===== src/bfed_pkg.sv =====
// ---------------------------------------------------------------------------
// bfed_pkg
// Constants, face-vertex table, FSM state and control/status bundles.
// ---------------------------------------------------------------------------
package bfed_pkg;

  localparam int FACE_CAPACITY = 4096;
  localparam int NODE_W        = 32;
  localparam int TAG_W         = 8;
  localparam int WORD_W        = 32;
  localparam int FACES         = 4;
  localparam int FACE_W        = $clog2(FACES);
  localparam int ADDR_W        = $clog2(FACE_CAPACITY);
  localparam int COUNT_W       = $clog2(FACE_CAPACITY + 1);
  localparam int KEY_W         = 3 * NODE_W;
  localparam int RES_W         = $clog2(FACES + 1);

  localparam logic STATUS_STORED  = 1'b0;
  localparam logic STATUS_DROPPED = 1'b1;

  // Vertex picks per face, in emission order
  localparam logic [1:0] FACE_VERTEX [FACES][3] = '{
    '{2'd0, 2'd2, 2'd1},
    '{2'd0, 2'd1, 2'd3},
    '{2'd1, 2'd2, 2'd3},
    '{2'd0, 2'd3, 2'd2}
  };

  typedef enum logic [2:0] {
    ST_IDLE,
    ST_SETUP,
    ST_SCAN,
    ST_INSERT,
    ST_ADVANCE,
    ST_EMIT
  } state_t;

  typedef struct packed {
    logic load;
    logic setup;
    logic scan;
    logic insert;
    logic advance;
    logic emit_start;
    logic emit_next;
  } cmd_t;

  typedef struct packed {
    logic tag_zero;
    logic hit;
    logic scan_done;
    logic last_face;
    logic res_empty;
    logic emit_last;
  } status_t;

endpackage


===== src/bfed_ctrl.sv =====
// ---------------------------------------------------------------------------
// bfed_ctrl
// Sequencer: walks the four faces, runs the key scan, then drains results.
// ---------------------------------------------------------------------------
module bfed_ctrl (
  input  logic              clk,
  input  logic              rst,
  input  logic              in_valid,
  output logic              in_ready,
  output logic              out_valid,
  input  logic              out_ready,
  input  bfed_pkg::status_t sts,
  output bfed_pkg::cmd_t    cmd
);
  import bfed_pkg::*;

  state_t state;
  state_t state_next;

  // State register
  always_ff @(posedge clk) begin
    if (rst) begin
      state <= ST_IDLE;
    end else begin
      state <= state_next;
    end
  end

  // Next state
  always_comb begin
    state_next = state;
    case (state)
      ST_IDLE: begin
        if (in_valid) state_next = ST_SETUP;
      end
      ST_SETUP: begin
        state_next = sts.tag_zero ? ST_ADVANCE : ST_SCAN;
      end
      ST_SCAN: begin
        if (sts.hit) state_next = ST_ADVANCE;
        else if (sts.scan_done) state_next = ST_INSERT;
      end
      ST_INSERT: begin
        state_next = ST_ADVANCE;
      end
      ST_ADVANCE: begin
        if (!sts.last_face) state_next = ST_SETUP;
        else if (sts.res_empty) state_next = ST_IDLE;
        else state_next = ST_EMIT;
      end
      ST_EMIT: begin
        if (out_ready && sts.emit_last) state_next = ST_IDLE;
      end
      default: state_next = ST_IDLE;
    endcase
  end

  // Outputs and datapath commands
  always_comb begin
    cmd       = '0;
    in_ready  = 1'b0;
    out_valid = 1'b0;
    case (state)
      ST_IDLE: begin
        // no request taken while reset is held
        in_ready = !rst;
        cmd.load = in_valid && !rst;
      end
      ST_SETUP: begin
        cmd.setup = !sts.tag_zero;
      end
      ST_SCAN: begin
        cmd.scan = 1'b1;
      end
      ST_INSERT: begin
        cmd.insert = 1'b1;
      end
      ST_ADVANCE: begin
        cmd.advance    = !sts.last_face;
        cmd.emit_start = sts.last_face && !sts.res_empty;
      end
      ST_EMIT: begin
        out_valid     = 1'b1;
        cmd.emit_next = out_ready;
      end
      default: begin
        cmd = '0;
      end
    endcase
  end

endmodule


===== config.mk =====
export PLATFORM = sky130hd
export DESIGN_NAME = bfed_ctrl
export DESIGN_NICKNAME = d
export VERILOG_FILES = /design/src/bfed_pkg.sv /design/src/bfed_ctrl.sv
export SDC_FILE = /design/constraint.sdc
export NUM_CORES = 1
export LEC_CHECK = 0
export ABC_AREA = 1
export BUFFER_PORTS_ARGS = -buffer_cell sky130_fd_sc_hd__buf_4
export CAP_MARGIN = 25
export CORE_AREA = 4 4 41 43
export CTS_BUF_LIST = sky130_fd_sc_hd__clkbuf_8
export DETAILED_ROUTE_END_ITERATION = 12
export DIE_AREA = 0 0 45 47
export PLACE_DENSITY = 0.49
export SLEW_MARGIN = 40
export SYNTH_ARGS = -nofsm -noshare
export SYNTH_HDL_FRONTEND = slang
export SYNTH_SLANG_ARGS = --single-unit

===== constraint.sdc =====
create_clock -name clk -period 1.1 [get_ports clk]
set_input_delay 0.055 -clock clk [delete_from_list [all_inputs] [get_ports clk]]
set_output_delay 0.055 -clock clk [all_outputs]
set_load 0.01 [all_outputs]

==> results of run 1 <==
logic make-up after synthesis:
family | after synthesis | synth area share [%]
DFF | 3 | 21.92
buffers and inverters | 11 | 17.81
AOI/OAI and AO/OA | 4 | 7.303
and+or+nand+nor | 29 | 52.97
critical path: stages, from the launching register on:
cell	delay (ns)
dfxtp_4	0.36
nor2_4	0.15
nand2_2	0.09
nor3_2	0.10
buf_4	0.14
layer usage:
| metal | GRT usage, % | vias to the layer above | share of wire, % |
|---|---|---|---|
| met5 | 0 | - | 0 |
| met4 | 0 | 0 | 0 |
| met3 | 5.747 | 0 | 11 |
| met2 | 12.43 | 17 | 45 |
| met1 | 10.41 | 151 | 44 |
| li1 | - | 198 | - |
area by class of cell:
cell class	instances	area, um2	area share (%)
Timing Repair Buffer	21	161.4	30.07
Sequential cell	3	68.82	12.82
Clock buffer	3	41.29	7.692
Multi-Input combinational cell	33	202.7	37.76
Tap cell	15	18.77	3.497
Clock inverter	1	3.754	0.6993
Inverter	10	40.04	7.459
what timing repair did:
| action | 4_1_cts | 5_1_grt |
|---|---|---|
| hold buffers | 0 | 0 |
| buffers inserted | 2 | 1 |
| pin swaps | 2 | 2 |
| endpoints found under the hold margin | 0 | 0 |
| resized for setup | 10 | 7 |
| endpoints found under the setup margin | 7 | 8 |
report_power, final:
part / internal, mW / leakage [nW] / switching (mW)
clock network: 0.237 / 0.0269 / 0.0639
logic: 0.160 / 0.230 / 0.161
registers: 0.138 / 0.0264 / 0.0449
total: 0.534 / 0.283 / 0.270
cell usage after synthesis:
cell / count / area (um2)
buf_6: 1 / 11.26
nor3b_1: 1 / 7.510
nand3_1: 6 / 30.03
nand3_2: 1 / 10.01
or2_2: 1 / 6.260
nand2_1: 7 / 26.28
nor2_1: 6 / 22.52
nand2_2: 1 / 6.260
inv_1: 9 / 33.78
inv_2: 1 / 3.750
o21ai_0: 1 / 5.000
dfxtp_1: 3 / 60.06
nor4_1: 1 / 6.260
a21oi_1: 3 / 15.01
nor3_1: 1 / 5.000
nand4_1: 2 / 12.51
nor2_2: 2 / 12.51
per-stage QoR:
stage | cells | TNS [ns] | setup slack [ns] | area [um2] | power [mW]
floorplan | 47 | 0 | 0.06662 | 274.0 | 0.3233
global placement | 79 | -0.0007887 | -0.0007887 | 416.7 | 0.4235
detailed placement | 79 | 0 | 0.01063 | 416.7 | 0.4206
CTS | 85 | -0.04788 | -0.04788 | 509.2 | 0.7743
global route | 86 | -0.2334 | -0.07758 | 536.8 | 0.8702
finish | 86 | -0.003803 | -0.003803 | 536.8 | 0.8039
worst paths after layout:
| kind | from | to | slack (ns) | depth (start not counted) |
|---|---|---|---|---|
| setup / recovery | state[0]$_SDFFE_PP0P_ | cmd[6] | -0.004 | 4 |
| setup reg to reg | state[0]$_SDFFE_PP0P_ | state[0]$_SDFFE_PP0P_ | 0.06 | 6 |
| hold reg to reg | state[1]$_SDFFE_PP0P_ | state[1]$_SDFFE_PP0P_ | 0.61 | 2 |
| hold / removal | rst | state[0]$_SDFFE_PP0P_ | 0.03 | 2 |
==> impl_results.md, run 1 <==
* FF+latch count, synth at 3
* Peak VDD IR at 0.0009188 V
* Register bank with the most flops: state
* Count of different cell masters after synthesis at 17
* Initial DRC count at 6
* Syn Nets at 57
* Vias in the first global route at 323
* Worst EP arrival at 1.05 ns
* Post-DRT Antenna Nets at 0
* Outcome: finished with violations
* TritonCTS clock tree: yes
* Fillers at 141
* Largest register FFs at 3
* Violated checks: negative setup slack
* First-pass GRT wire length at 1.290 mm
* WP data required at 1.04 ns
* Max FO, Critical Path at 7
* Synth Instances at 47
* Clock slew at reported path FFs at 0.03 ns
* DR WL/cell at 9.686 um
* Leakage power total at 0.2833 nW
* Crit path capture type: output pin
* H-tree depth at 1
* Min Hold Slack at 0.03236 ns
* Initial antenna violation count at 0
* Post-synthesis sequential area ratio at 21.92%
* DRC Markers at 0
* Most frequent cells in the layout: buf_4 (20), inv_1 (10), nand3_1 (6), nor2_1 (5), nand2_1 (5)
* Die X-Extent at 45 um
* Max Slew Vio Count at 0
* Min Tclk post-route at 1.104 ns
* I/O pins at 19
* Placer Congestion at 0.7690
* Clock Path Buffers at 2
* ANT cells at 0
* Hpwl dp at 646.9 um
* Layout area overhead at 95.89%
* Die Y at 47 um
* Port Buffers at 18
* Hold/Removal Path Class: primary input to register
* Share of the core filled with cells at 41.25%
* Share of cells above drive strength 1 at 56.34%
* Top flop regs: state (3)
* Clock skew at 0.0002338 ns
* Nets at 82
* Detailed Routing Iterations Pass 1 at 4
* Grt total ovfl at 0
* Final setup margin at -0.003803 ns
* Period utilization at 100.3%
* Synthesized area at 274.0 um2
* RSZ-0062 raised after global routing: true
* Worst-margin pin slew at 0.1856 ns
* Crit path kind: register to output pin
* Total CTS buffers at 3
* Std cell rows at 13
* Area of the die at 2115 um2
* Synth warnings at 0
* Max-cap violations at 0
* Final wirelength at 833 um
* Most common cell after layout, fill and taps aside: buf_4
* Initial core utilization at 21.06%
* Syn_area_per_cell at 5.830 um2
* Startpoint Class: register
* Fmax at 906.0 MHz
* Final Hold Fails at 0
* Setup violators final at 1
* Root Driver: clkbuf_8
* GRT Total Usage at 8.281%
* Pin count of the biggest net entering global routing at 9
* Sink Count at 3
* Via density at 4.256
* Clk_lat worst skew at 0.21 ns
* Worst slew margin at 87.52%
* Pwr Density at 1498 nW/um2
* Via count at 366
* Core area at 1301 um2
Power figures use the tool's default switching activity.
==> run 2: changes to the inputs <==
--- a/config.mk
+++ b/config.mk
@@ -8,10 +8,9 @@
 export ABC_AREA = 1
 export BUFFER_PORTS_ARGS = -buffer_cell sky130_fd_sc_hd__buf_4
 export CAP_MARGIN = 25
-export CORE_AREA = 4 4 41 43
-export CTS_BUF_LIST = sky130_fd_sc_hd__clkbuf_8
+export CORE_AREA = 2 2 39 41
 export DETAILED_ROUTE_END_ITERATION = 12
-export DIE_AREA = 0 0 45 47
+export DIE_AREA = 0 0 41 43
 export PLACE_DENSITY = 0.49
 export SLEW_MARGIN = 40
 export SYNTH_ARGS = -nofsm -noshare
==> impl_results.md, run 2 (same netlist as run 1, synthesis figures left out) <==
* Outcome: finished with violations
* Violated checks: negative setup slack
* Hold buffer count at cts at 0 (unchanged)
* Initial core utilization at 19.80% (-1.3 points)
* Min Tclk post-route at 1.120 ns (+0.01620 ns)
* H-tree depth at 1 (unchanged)
* Pin count of the biggest net entering global routing at 9 (unchanged)
* Post-DRT Antenna Nets at 0 (unchanged)
* Startpoint Class: register
* Register bank with the most flops: state
* Die X-Extent at 41 um (-8.9%)
* Core area at 1384 um2 (+6.3%)
* Placer Congestion at 0.8011 (+4.2%)
* Initial antenna violation count at 0 (unchanged)
* Period utilization at 101.8% (+1.5 points)
* TritonCTS clock tree: yes
* Max-cap violations at 0 (unchanged)
* Nets at 82 (unchanged)
* WP data required at 1.04 ns (about the same)
* Worst r2r src: state[1]$_SDFFE_PP0P_
* Reg-to-reg endpoint: state[0]$_SDFFE_PP0P_
* Crit path kind: register to output pin
* Sink Count at 3 (unchanged)
* First-pass GRT wire length at 1.138 mm (-12%)
* Most common cell after layout, fill and taps aside: buf_4
* Peak VDD IR at 0.0007629 V (-17%)
* Std cell rows at 14 (+1)
* Worst Setup SP: state[0]$_SDFFE_PP0P_
* Worst Setup EP: cmd[6]
* Root Driver: clkbuf_4
* Leakage power total at 0.2707 nW (-4.4%)
* Pwr Total at 0.6805 mW (-15%)
* Share of the core filled with cells at 36.71% (-4.5 points)
* Top flop regs: state (3)
* Reg2Reg Depth at 7 (+1)
* Clock skew at 0.0003951 ns (+0.0001612 ns)
* ANT cells at 0 (unchanged)
* Worst slack at placement at 0.01025 ns (-0.0003821 ns)
* Largest register FFs at 3 (unchanged)
* Max FO, Critical Path at 7 (unchanged)
* Final Hold Fails at 0 (unchanged)
* Final setup margin at -0.02000 ns (-0.01620 ns)
* Min-delay src: rst
* Pwr Density at 1340 nW/um2 (-11%)
* I/O pins at 19 (unchanged)
* Clk_lat worst skew at 0.23 ns (+0.02 ns)
* Setup violators final at 2 (+1)
* Min Hold Slack at 0.01934 ns (-0.01302 ns)
* Max Slew Vio Count at 0 (unchanged)
* Via count at 376 (+2.7%)
* GRT Total Usage at 9.328% (+1.0 points)
* Share of cells above drive strength 1 at 54.93% (-1.4 points)
* Hold path depth at 2 (unchanged)
* Area of the die at 1763 um2 (-17%)
* Worst-margin pin slew at 0.1944 ns (+0.008783 ns)
* Fmax at 892.9 MHz (-1.4%)
* Worst slew margin at 86.93% (-0.59 points)
* Crit path capture type: output pin
* Clock slew at reported path FFs at 0.03 ns (about the same)
* Total CTS buffers at 3 (unchanged)
* Clock Path Buffers at 2 (unchanged)
* Die Y at 43 um (-8.5%)
* RSZ-0062 raised after global routing: true
* Worst EP arrival at 1.07 ns (+0.02 ns)
* Initial DRC count at 8 (+2)
* Vias in the first global route at 302 (-6.5%)
* Port Buffers at 18 (unchanged)
* Layout area overhead at 85.39%
* Detailed Routing Iterations Pass 1 at 4 (unchanged)
* Final wirelength at 753 um (-9.6%)
* Most frequent cells in the layout: buf_4 (20), inv_1 (8), nand3_1 (6), nand2_1 (6), nor2_1 (5)
* Hold/Removal Path Class: primary input to register
* DRC Markers at 0 (unchanged)
* R2R Setup Slk at 0.09 ns (+0.03 ns)
* Grt total ovfl at 0 (unchanged)
* Via density at 4.322 (+1.6%)
* Hpwl dp at 586.5 um (-9.3%)
* DR WL/cell at 8.655 um (-11%)
## run 2: worst min-delay path by stage
| stage | end | slack, ns |
|---|---|---|
| 6_report | state[2]$_SDFFE_PP0P_ | 0.02 |
| 5_1_grt | state[0]$_SDFFE_PP0P_ | 0.01 |
| 4_1_cts | state[0]$_SDFFE_PP0P_ | 0.009 |
| 3_5_place_dp | state[2]$_SDFFE_PP0P_ | 0.26 |
| 3_3_place_gp | state[2]$_SDFFE_PP0P_ | 0.26 |
| 2_1_floorplan | state[0]$_SDFFE_PP0P_ | 0.12 |
## run 2: metal layers
| metal | routed length, um | global-route usage (%) | part of all wire (%) |
|---|---|---|---|
| met3 | 73 | 4.712 | 9.7 |
| met4 | 0 | 2.000 | 0 |
| met5 | 0 | 0 | 0 |
| met1 | 344 | 13.78 | 46 |
| met2 | 335 | 11.88 | 44 |
## run 2: critical path, cell delays in order (launching register included)
cell and delay, ns:
dfxtp_4 0.37, nor2_4 0.14, nand2_2 0.08, nor3_2 0.11, buf_4 0.14
## run 2: final cells by class
type | count | area, um2
inverter | 10 | 40.04
timing repair buffer | 21 | 161.4
clock buffer | 4 | 26.28
fill | 156 | 875.8
tap | 16 | 20.02
sequential | 3 | 68.82
multi-input combinational | 33 | 191.4
## run 2: power breakdown
part | internal, mW | switching (mW) | leakage (nW)
logic | 0.159 | 0.149 | 0.229
clock network | 0.136 | 0.0513 | 0.0150
registers | 0.138 | 0.0479 | 0.0264
## run 2: metrics by stage
stage	std cells	instance area [um2]	setup TNS, ns
after detailed placement	80	417.9	0
after global routing	87	508.0	-0.3711
after floorplan	47	274.0	0
final	87	508.0	-0.02718
after global placement	80	417.9	-0.002203
after CTS	85	481.7	-0.05301
## run 2: what timing repair did
| action | 4_1_cts | 5_1_grt |
|---|---|---|
| resized for setup | 10 | 4 |
| endpoints found under the setup margin | 9 | 7 |
| cloned | 0 | 0 |
| pin swaps | 3 | 2 |
| setup buffers | 1 | 2 |
==> run 3: changes to the inputs <==
--- a/config.mk
+++ b/config.mk
@@ -11,7 +11,7 @@
 export CORE_AREA = 2 2 39 41
 export DETAILED_ROUTE_END_ITERATION = 12
 export DIE_AREA = 0 0 41 43
-export PLACE_DENSITY = 0.49
+export PLACE_DENSITY = 0.5
 export SLEW_MARGIN = 40
 export SYNTH_ARGS = -nofsm -noshare
 export SYNTH_HDL_FRONTEND = slang
==> constraint.sdc (replaced) <==
create_clock -name clk -period 1 [get_ports clk]
set_input_delay 0.05 -clock clk [delete_from_list [all_inputs] [get_ports clk]]
set_output_delay 0.05 -clock clk [all_outputs]
set_load 0.01 [all_outputs]
==> impl_results.md, run 3 (same netlist as run 1, synthesis figures left out) <==
* Root Driver: clkbuf_4
* Final setup margin at -0.1865 ns (-0.1665 ns)
* Share of the core filled with cells at 44.39% (+7.7 points)
* Min Hold Slack at 0.002347 ns (-0.01699 ns)
* Pin count of the biggest net entering global routing at 9 (unchanged)
* Max FO, Critical Path at 7 (unchanged)
* P_sw at 0.3369 mW (+36%)
* Grt total ovfl at 0 (unchanged)
* Period utilization at 118.7%
* R2R Setup Slk at -0.19 ns (-0.28 ns)
* Worst slew margin at 87.25% (+0.32 points)
* Worst Setup EP: state[2]$_SDFFE_PP0P_
* WP data required at 1.17 ns (+0.13 ns)
* I/O pins at 19 (unchanged)
* Fillers at 141 (-9.6%)
* RSZ-0062 raised after global routing: true
* Worst slack at placement at -0.06651 ns (-0.07676 ns)
* Most common cell after layout, fill and taps aside: buf_4
* Initial antenna violation count at 0 (unchanged)
* Reg-to-reg endpoint: state[2]$_SDFFE_PP0P_
* Top flop regs: state (3)
* Port Buffers at 18 (unchanged)
* DR WL/cell at 10.17 um (+17%)
* Initial DRC count at 4 (-4)
* Setup violators final at 11 (+9)
* Worst r2r src: state[0]$_SDFFE_PP0P_
* Leakage power total at 0.3170 nW (+17%)
* Via density at 4.479 (+3.6%)
* Peak VDD IR at 0.0005490 V (-28%)
* Crit path kind: register to register
* Logic pwr share at 50.6% (+5.3 points)
* Via count at 430 (+14%)
* Worst-margin pin slew at 0.1893 ns (-0.005144 ns)
* P_int at 0.5465 mW (+26%)
* Violated checks: negative setup slack
* Die Y at 43 um (unchanged)
* Max Slew Vio Count at 0 (unchanged)
* Detailed Routing Iterations Pass 1 at 4 (unchanged)
* Startpoint Class: register
* Worst EP arrival at 1.36 ns (+0.29 ns)
* Clk_lat worst skew at 0.25 ns (+0.02 ns)
* Total CTS buffers at 3 (unchanged)
* Crit path capture type: register
* Seq pwr share at 23.8% (-3.5 points)
* First-pass GRT wire length at 1.504 mm (+32%)
* Std cell rows at 14 (unchanged)
* Hpwl dp at 636.3 um (+8.5%)
* Clk network pwr share at 25.6% (-1.9 points)
* ANT cells at 0 (unchanged)
* Setup TNS at -1.233 ns (-1.205 ns)
* Layout area overhead at 124.2%
* Worst Setup SP: state[0]$_SDFFE_PP0P_
* Fmax at 842.8 MHz
* Max-cap violations at 0 (unchanged)
* Placer Congestion at 0.7906 (-1.3%)
* Hold/Removal Path Class: primary input to register
* Hold buffer count at cts at 0 (unchanged)
* Share of cells above drive strength 1 at 67.50% (+13 points)
* H-tree depth at 1 (unchanged)
* Clock slew at reported path FFs at 0.04 ns (about the same)
* Post-DRT Antenna Nets at 0 (unchanged)
* Final Hold Fails at 0 (unchanged)
* Most frequent cells in the layout: buf_4 (25), inv_1 (6), nor2_1 (5), nand2_1 (5), buf_6 (5)
* Final wirelength at 976 um (+30%)
* Switching part of the total at 38.14% (+1.6 points)
* Nets at 91 (+11%)
* Largest register FFs at 3 (unchanged)
* Pwr Total at 0.8834 mW (+30%)
* GRT Total Usage at 12.94% (+3.6 points)
* Vias in the first global route at 370 (+23%)
* TritonCTS clock tree: yes
* Min Tclk post-route at 1.187 ns
* Clock skew at 0.004191 ns (+0.003796 ns)
* Outcome: finished with violations
* Clock Path Buffers at 2 (unchanged)
* Initial core utilization at 19.80% (unchanged)
* DRC Markers at 0 (unchanged)
* Die X-Extent at 41 um (unchanged)
* Reg2Reg Depth at 7 (unchanged)
* Register bank with the most flops: state
* Sink Count at 3 (unchanged)
* Area of the die at 1763 um2 (unchanged)
* Pwr Density at 1438 nW/um2 (+7.3%)
* Core area at 1384 um2 (unchanged)
run 3: worst min path at each step:
stage               from                     to  slack (ns)  cells after the start
floorplan            rst  state[0]$_SDFFE_PP0P_        0.11                      1
global placement     rst  state[0]$_SDFFE_PP0P_        0.25                      2
detailed placement   rst  state[2]$_SDFFE_PP0P_        0.26                      2
CTS                  rst  state[0]$_SDFFE_PP0P_       0.007                      2
global route         rst  state[0]$_SDFFE_PP0P_        0.01                      2
finish               rst  state[0]$_SDFFE_PP0P_       0.002                      2
run 3: stage by stage:
stage          instances  cell area, um2
2_1_floorplan         47           275.3
3_3_place_gp          85           456.7
3_5_place_dp          85           456.7
4_1_cts               94           585.6
5_1_grt               96           614.3
6_report              96           614.3
run 3: final cells by class:
class / instances / area (um2) / share of cell area [%]
repair buffers: 30 / 244.0 / 39.71
multi-input cells: 33 / 207.7 / 33.81
flip-flops and latches: 3 / 71.32 / 11.61
inverters: 10 / 45.04 / 7.332
clock buffers: 4 / 26.28 / 4.277
well taps: 16 / 20.02 / 3.259
run 3: power by group through the flow:
stage | clock [mW] | sequential [mW] | combinational (mW)
final | 0.226 | 0.210 | 0.447
after global routing | 0.240 | 0.215 | 0.493
after CTS | 0.221 | 0.206 | 0.425
after detailed placement | 0 | 0.188 | 0.298
after floorplan | 0 | 0.174 | 0.185
after global placement | 0 | 0.189 | 0.298
run 3: per-layer routing:
metal / part of all wire (%) / global-route usage, % / routed length (um) / vias to the layer above
met1: 39 / 15.38 / 383 / 194
met4: 2.3 / 8.000 / 22 / 0
met2: 51 / 18.75 / 499 / 17
met3: 7.2 / 4.712 / 70 / 3
li1: - / - / - / 216
met5: 0 / 0 / 0 / -
run 3: worst max-delay path, cell delays in order, from the launching register on:
cell and delay, ns:
dfxtp_4 0.37, nor2_4 0.15, nand3_2 0.12, buf_4 0.15, buf_6 0.11, nand2_2 0.04
nor2_1 0.04, a21oi_1 0.14
run 3: repair_timing:
| action | 4_1_cts | 5_1_grt |
|---|---|---|
| endpoints found under the hold margin | 0 | 0 |
| cloned | 0 | 0 |
| setup buffers | 5 | 2 |
| gates resized for setup | 21 | 5 |
| pin swaps | 10 | 8 |
| endpoints found under the setup margin | 11 | 12 |
